===== src/hw/rtl/rrc_pkg.sv =====
// shared types and constants for the rolling return correlation block
`default_nettype none

package rrc_pkg;

   // datapath operations issued by the controller
   typedef enum logic [4:0] {
      OP_NONE, OP_LOAD, OP_ZERO, OP_MSB, OP_NORM, OP_SQUARE, OP_DIFF, OP_RET, OP_GRAB,
      OP_P1, OP_P2, OP_P3, OP_P4, OP_P5, OP_DIV_LOAD, OP_DIV_STEP, OP_DIV_STORE,
      OP_M1, OP_M2, OP_M3, OP_M4, OP_SQRT_LOAD, OP_SQRT_STEP, OP_SQRT_STORE,
      OP_DMUL, OP_FRAC, OP_EMIT
   } op_type;

   // controller states
   typedef enum logic [4:0] {
      ST_IDLE, ST_SORT, ST_ZERO, ST_MSB, ST_NORM, ST_SQUARE, ST_DIFF, ST_RET, ST_READ,
      ST_GRAB, ST_P1, ST_P2, ST_P3, ST_P4, ST_P5, ST_CHECK, ST_DIV_LOAD, ST_DIV_STEP,
      ST_DIV_STORE, ST_M1, ST_M2, ST_M3, ST_M4, ST_FLOOR, ST_SQRT_LOAD, ST_SQRT_STEP,
      ST_SQRT_STORE, ST_DMUL, ST_FRAC, ST_EMIT
   } state_type;

   // operand selects for the divider and the square root
   localparam logic [2:0] DIV_MEAN_FIRST  = 3'd0;
   localparam logic [2:0] DIV_MEAN_SECOND = 3'd1;
   localparam logic [2:0] DIV_VAR_FIRST   = 3'd2;
   localparam logic [2:0] DIV_VAR_SECOND  = 3'd3;
   localparam logic [2:0] DIV_COV         = 3'd4;
   localparam logic [2:0] SQ_FIRST        = 3'd0;
   localparam logic [2:0] SQ_SECOND       = 3'd1;

   // configuration register indexes
   localparam logic [1:0] REG_CORR_HIGH      = 2'd0;
   localparam logic [1:0] REG_CORR_LOW       = 2'd1;
   localparam logic [1:0] REG_VARIANCE_FLOOR = 2'd2;

   // ln 2 in Q30
   localparam logic [31:0] LN2_Q30 = 32'd744261118;

   // command from controller to datapath
   typedef struct packed {
      op_type     op;
      logic [4:0] cnt;
      logic [2:0] sel;
   } cmd_type;

   // status from datapath to controller
   typedef struct packed {
      logic ignored;
      logic price_zero;
      logic seen;
      logic full_both;
      logic var_low;
      logic busy;
   } status_type;

endpackage

`default_nettype wire


===== src/hw/rtl/rrc_ctrl.sv =====
// sequencing state machine for the rolling return correlation block
`default_nettype none

module rrc_ctrl
   import rrc_pkg::*;
(
   input  wire logic       clock,
   input  wire logic       reset,
   input  wire logic       req_tvalid,
   output logic            req_tready,
   input  wire status_type status,
   output cmd_type         cmd
);

   state_type  state_ff, state_in;
   logic [4:0] cnt_ff, cnt_in;
   logic [2:0] sel_ff, sel_in;

   // state and counters
   always_ff @(posedge clock) begin
      if (reset) begin
         state_ff <= ST_IDLE;
         cnt_ff   <= '0;
         sel_ff   <= '0;
      end else begin
         state_ff <= state_in;
         cnt_ff   <= cnt_in;
         sel_ff   <= sel_in;
      end
   end

   // next state and commands
   always_comb begin
      state_in   = state_ff;
      cnt_in     = cnt_ff;
      sel_in     = sel_ff;
      req_tready = 1'b0;
      cmd.op     = OP_NONE;
      cmd.cnt    = cnt_ff;
      cmd.sel    = sel_ff;
      unique case (state_ff)
         ST_IDLE: begin
            req_tready = 1'b1;
            if (req_tvalid) begin
               cmd.op   = OP_LOAD;
               state_in = ST_SORT;
            end
         end
         ST_SORT: begin
            if (status.ignored) begin
               state_in = ST_CHECK;
            end else if (status.price_zero) begin
               state_in = ST_ZERO;
            end else begin
               state_in = ST_MSB;
               cnt_in   = 5'd5;
            end
         end
         ST_ZERO: begin
            cmd.op   = OP_ZERO;
            state_in = ST_READ;
         end
         ST_MSB: begin
            cmd.op = OP_MSB;
            cnt_in = cnt_ff - 5'd1;
            if (cnt_ff == 5'd0) begin
               state_in = ST_NORM;
            end
         end
         ST_NORM: begin
            cmd.op   = OP_NORM;
            state_in = ST_SQUARE;
            cnt_in   = 5'd23;
         end
         ST_SQUARE: begin
            cmd.op = OP_SQUARE;
            cnt_in = cnt_ff - 5'd1;
            if (cnt_ff == 5'd0) begin
               state_in = ST_DIFF;
            end
         end
         ST_DIFF: begin
            cmd.op   = OP_DIFF;
            state_in = status.seen ? ST_RET : ST_READ;
         end
         ST_RET: begin
            cmd.op   = OP_RET;
            state_in = ST_READ;
         end
         ST_READ: state_in = ST_GRAB;
         ST_GRAB: begin
            cmd.op   = OP_GRAB;
            state_in = ST_P1;
         end
         ST_P1: begin
            cmd.op   = OP_P1;
            state_in = ST_P2;
         end
         ST_P2: begin
            cmd.op   = OP_P2;
            state_in = ST_P3;
         end
         ST_P3: begin
            cmd.op   = OP_P3;
            state_in = ST_P4;
         end
         ST_P4: begin
            cmd.op   = OP_P4;
            state_in = ST_P5;
         end
         ST_P5: begin
            cmd.op   = OP_P5;
            state_in = ST_CHECK;
         end
         ST_CHECK: begin
            if (status.full_both) begin
               state_in = ST_DIV_LOAD;
               sel_in   = DIV_MEAN_FIRST;
            end else begin
               state_in = ST_IDLE;
            end
         end
         ST_DIV_LOAD: begin
            cmd.op   = OP_DIV_LOAD;
            state_in = ST_DIV_STEP;
            cnt_in   = 5'd7;
         end
         ST_DIV_STEP: begin
            cmd.op = OP_DIV_STEP;
            cnt_in = cnt_ff - 5'd1;
            if (cnt_ff == 5'd0) begin
               state_in = ST_DIV_STORE;
            end
         end
         ST_DIV_STORE: begin
            cmd.op = OP_DIV_STORE;
            if (sel_ff == DIV_COV) begin
               state_in = ST_M1;
            end else begin
               state_in = ST_DIV_LOAD;
               sel_in   = sel_ff + 3'd1;
            end
         end
         ST_M1: begin
            cmd.op   = OP_M1;
            state_in = ST_M2;
         end
         ST_M2: begin
            cmd.op   = OP_M2;
            state_in = ST_M3;
         end
         ST_M3: begin
            cmd.op   = OP_M3;
            state_in = ST_M4;
         end
         ST_M4: begin
            cmd.op   = OP_M4;
            state_in = ST_FLOOR;
         end
         ST_FLOOR: begin
            if (status.var_low) begin
               state_in = ST_IDLE;
            end else begin
               state_in = ST_SQRT_LOAD;
               sel_in   = SQ_FIRST;
            end
         end
         ST_SQRT_LOAD: begin
            cmd.op   = OP_SQRT_LOAD;
            state_in = ST_SQRT_STEP;
            cnt_in   = 5'd31;
         end
         ST_SQRT_STEP: begin
            cmd.op = OP_SQRT_STEP;
            cnt_in = cnt_ff - 5'd1;
            if (cnt_ff == 5'd0) begin
               state_in = ST_SQRT_STORE;
            end
         end
         ST_SQRT_STORE: begin
            cmd.op = OP_SQRT_STORE;
            if (sel_ff == SQ_SECOND) begin
               state_in = ST_DMUL;
            end else begin
               state_in = ST_SQRT_LOAD;
               sel_in   = SQ_SECOND;
            end
         end
         ST_DMUL: begin
            cmd.op   = OP_DMUL;
            state_in = ST_FRAC;
            cnt_in   = 5'd14;
         end
         ST_FRAC: begin
            cmd.op = OP_FRAC;
            cnt_in = cnt_ff - 5'd1;
            if (cnt_ff == 5'd0) begin
               state_in = ST_EMIT;
            end
         end
         ST_EMIT: begin
            if (!status.busy) begin
               cmd.op   = OP_EMIT;
               state_in = ST_IDLE;
            end
         end
         default: state_in = ST_IDLE;
      endcase
   end

endmodule

`default_nettype wire


===== config.mk =====
export PLATFORM = sky130hd
export DESIGN_NAME = rrc_ctrl
export DESIGN_NICKNAME = d
export VERILOG_FILES = /design/src/hw/rtl/rrc_pkg.sv /design/src/hw/rtl/rrc_ctrl.sv
export SDC_FILE = /design/constraint.sdc
export NUM_CORES = 1
export LEC_CHECK = 0
export BUFFER_PORTS_ARGS = -buffer_cell sky130_fd_sc_hd__buf_4
export CAP_MARGIN = 10
export CORE_AREA = 2 2 76 78
export DETAILED_ROUTE_END_ITERATION = 8
export DIE_AREA = 0 0 78 80
export SYNTH_ARGS = -nofsm -noshare
export SYNTH_HDL_FRONTEND = slang
export SYNTH_SLANG_ARGS = --single-unit

===== constraint.sdc =====
create_clock -name clock -period 2.1 [get_ports clock]
set_input_delay 0.42 -clock clock [delete_from_list [all_inputs] [get_ports clock]]
set_output_delay 0.42 -clock clock [all_outputs]
set_load 0.02 [all_outputs]

==> results.cfg <==
[run_status]
status = completed

[clocking]
cts_max_path_buffers = 2
clkTransAtPathRegs_ps = 60
cts_made_buffers = 3
clkLatencyLatePin_ps = 240
clock_sinks = 13
tritoncts = yes
htree_levels = 1
postCtsSetupBuffers = 0
clock-root-buffer = clkbuf_8

[timing]
finalCritPeriodShare_pct = 94.9
finalHoldViolCount = 0
rsz0062_at_grt = false
finalWorstSetupSlack_ps = 107
period_minus_slack_ps = 1990
fin_setup_tns_ps = 0
slew_viol_final = 0
fin_skew_ps = 7.23
slew_headroom_pct = 73.5
max_freq_mhz = 502
tightest_slew_ps = 393
setup_viol = 0

[floorplan]
dieArea_um2 = 6240
die_y_um = 80
start_util_pct = 29.1
core_um2 = 5410
io_pins = 23
dieWidth_um = 78
rows = 27

[route]
wire_per_inst_um = 14.2
wl_um = 4410
drt_iter0_markers = 170
vias_per_cell = 5.42
drc_errors = 0
postRouteAntennaNets = 0
via_count = 1680
dr.pass1.iters = 4

[worst_hold_path]
hp-class = primary input to flop

[job]
maxCapViolations = 0

[synth]
seq_area_frac_synth_pct = 16.5
synth_ff_type = dfxtp_1
async_reset_ff_share_pct = 0
yosysWarningCount = 0
synth.distinct_cells = 61
netlist_instances = 215
syn-cell-area_um2 = 1580
synth-seq-cells = 13
synth_edf_count = 0
syn_area_per_cell_um2 = 7.33
syn-num-nets = 229

[cells_and_area]
area_delta_synth_final_pct = 19.3
final_common_cell = buf_4
fin_area_um2 = 1880
antenna_cells = 0
nets = 253
final_cell_mix = buf_4, a21oi_1, o21ai_0, nand2_1, nor2_1
drive_above_1_share_pct = 25.6

[global_routing]
antenna_found_initial = 0
grtUsageTotal_pct = 14.7
grt_pass1_vias = 1534
grt_max_degree = 30
grt_overflow_total = 0
grt_pass1_wl_um = 7450

[power_and_ir_drop]
p_leak_nw = 0.700
power_density_nw_per_um2 = 1300
peakVddDrop_uv = 735

[setup_path]
startpoint_type = flop
path_max_fanout = 9
setup.worst_path.end_class = primary output
critPathArrivalTime_ps = 1570
path_class = flop to primary output
cp.required_ps = 1680

[placed_design]
dp_slack_ps = 208
gp_congestion = 0.860
dp_hpwl_um = 3390
port_buffers = 22
placed_cell_area_um2 = 1830
[sequential cells by signal, indices dropped and copies added (netlist names)]
register  cells
state_ff      5
sel_ff        3
cnt_ff        5
[worst max-delay path, stage by stage (launching register included)]
cell and delay [ps]:
dfxtp_1 520, buf_4 210, nand2b_1 90, a211o_1 300, nand2_1 80, buf_4 140
[where the power goes]
part / switching [mW] / total (mW) / internal [mW]
sequential: 0.121 / 0.437 / 0.316
combinational: 1.01 / 1.79 / 0.779
clock: 0.0903 / 0.224 / 0.134
[cell usage after synthesis, drive strengths merged, types with 4 or more instances]
library cell / count / area, µm²
a21oi: 26 / 134
and2: 4 / 25.0
buf: 14 / 106
clkbuf: 5 / 18.8
dfxtp: 13 / 260
ha: 5 / 62.6
inv: 13 / 48.8
nand2: 15 / 56.3
nand2b: 8 / 57.6
nor2: 15 / 61.3
nor2b: 6 / 37.5
nor3: 4 / 25.0
o21ai: 20 / 100
[layer usage]
metal,track usage [%],wire length [µm]
met2,22.3,2020
met4,4.56,51
met1,21.2,2080
met3,2.04,265
met5,0,0
[kinds of logic (layout without fill, tap and decap cells)]
family,after synthesis,after routing,share of synthesized area (%)
adders and majority gates,5,5,3.97
buffers and inverters,32,55,11.0
DFF,13,13,16.5
xor gates and xnor gates,3,3,1.67
AOI/OAI and AO/OA,86,86,38.1
and+or+nand+nor,73,73,26.8
muxes,3,3,1.91
[final cells by class]
class                           count  area, µm²
Fill cell                         594       3530
Multi-Input combinational cell    170       1150
Timing Repair Buffer               38        285
Sequential cell                    13        264
Tap cell                           72       90.1
Inverter                           13       48.8
Clock buffer                        4       45.0
[what timing repair did]
action                                  CTS  global route
gates resized for setup                   2             2
endpoints found under the setup margin    2             3
hold buffers                              0             0
cloned                                    0             0
[stage by stage]
stage	instances	total power, mW	hold slack, ps	util (%)
6_report	310	2.45	425	34.8
5_1_grt	310	2.65	423	34.8
3_5_place_dp	306	2.19	486	33.8
4_1_cts	310	2.44	419	34.7
2_1_floorplan	215	1.71	555	-
3_3_place_gp	306	2.18	490	33.8
[final timing paths]
kind,startpoint,to,slack (ps),depth (start not counted)
min reg2reg,cnt_ff[1]$_SDFFE_PP0P_,cnt_ff[1]$_SDFFE_PP0P_,500,2
min,reset,cnt_ff[2]$_SDFFE_PP0P_,420,2
max reg2reg,state_ff[3]$_SDFFE_PP0P_,cnt_ff[0]$_SDFFE_PP0P_,270,5
max,state_ff[3]$_SDFFE_PP0P_,cmd[10],110,5
No activity file was read; power rests on OpenSTA's default activity.
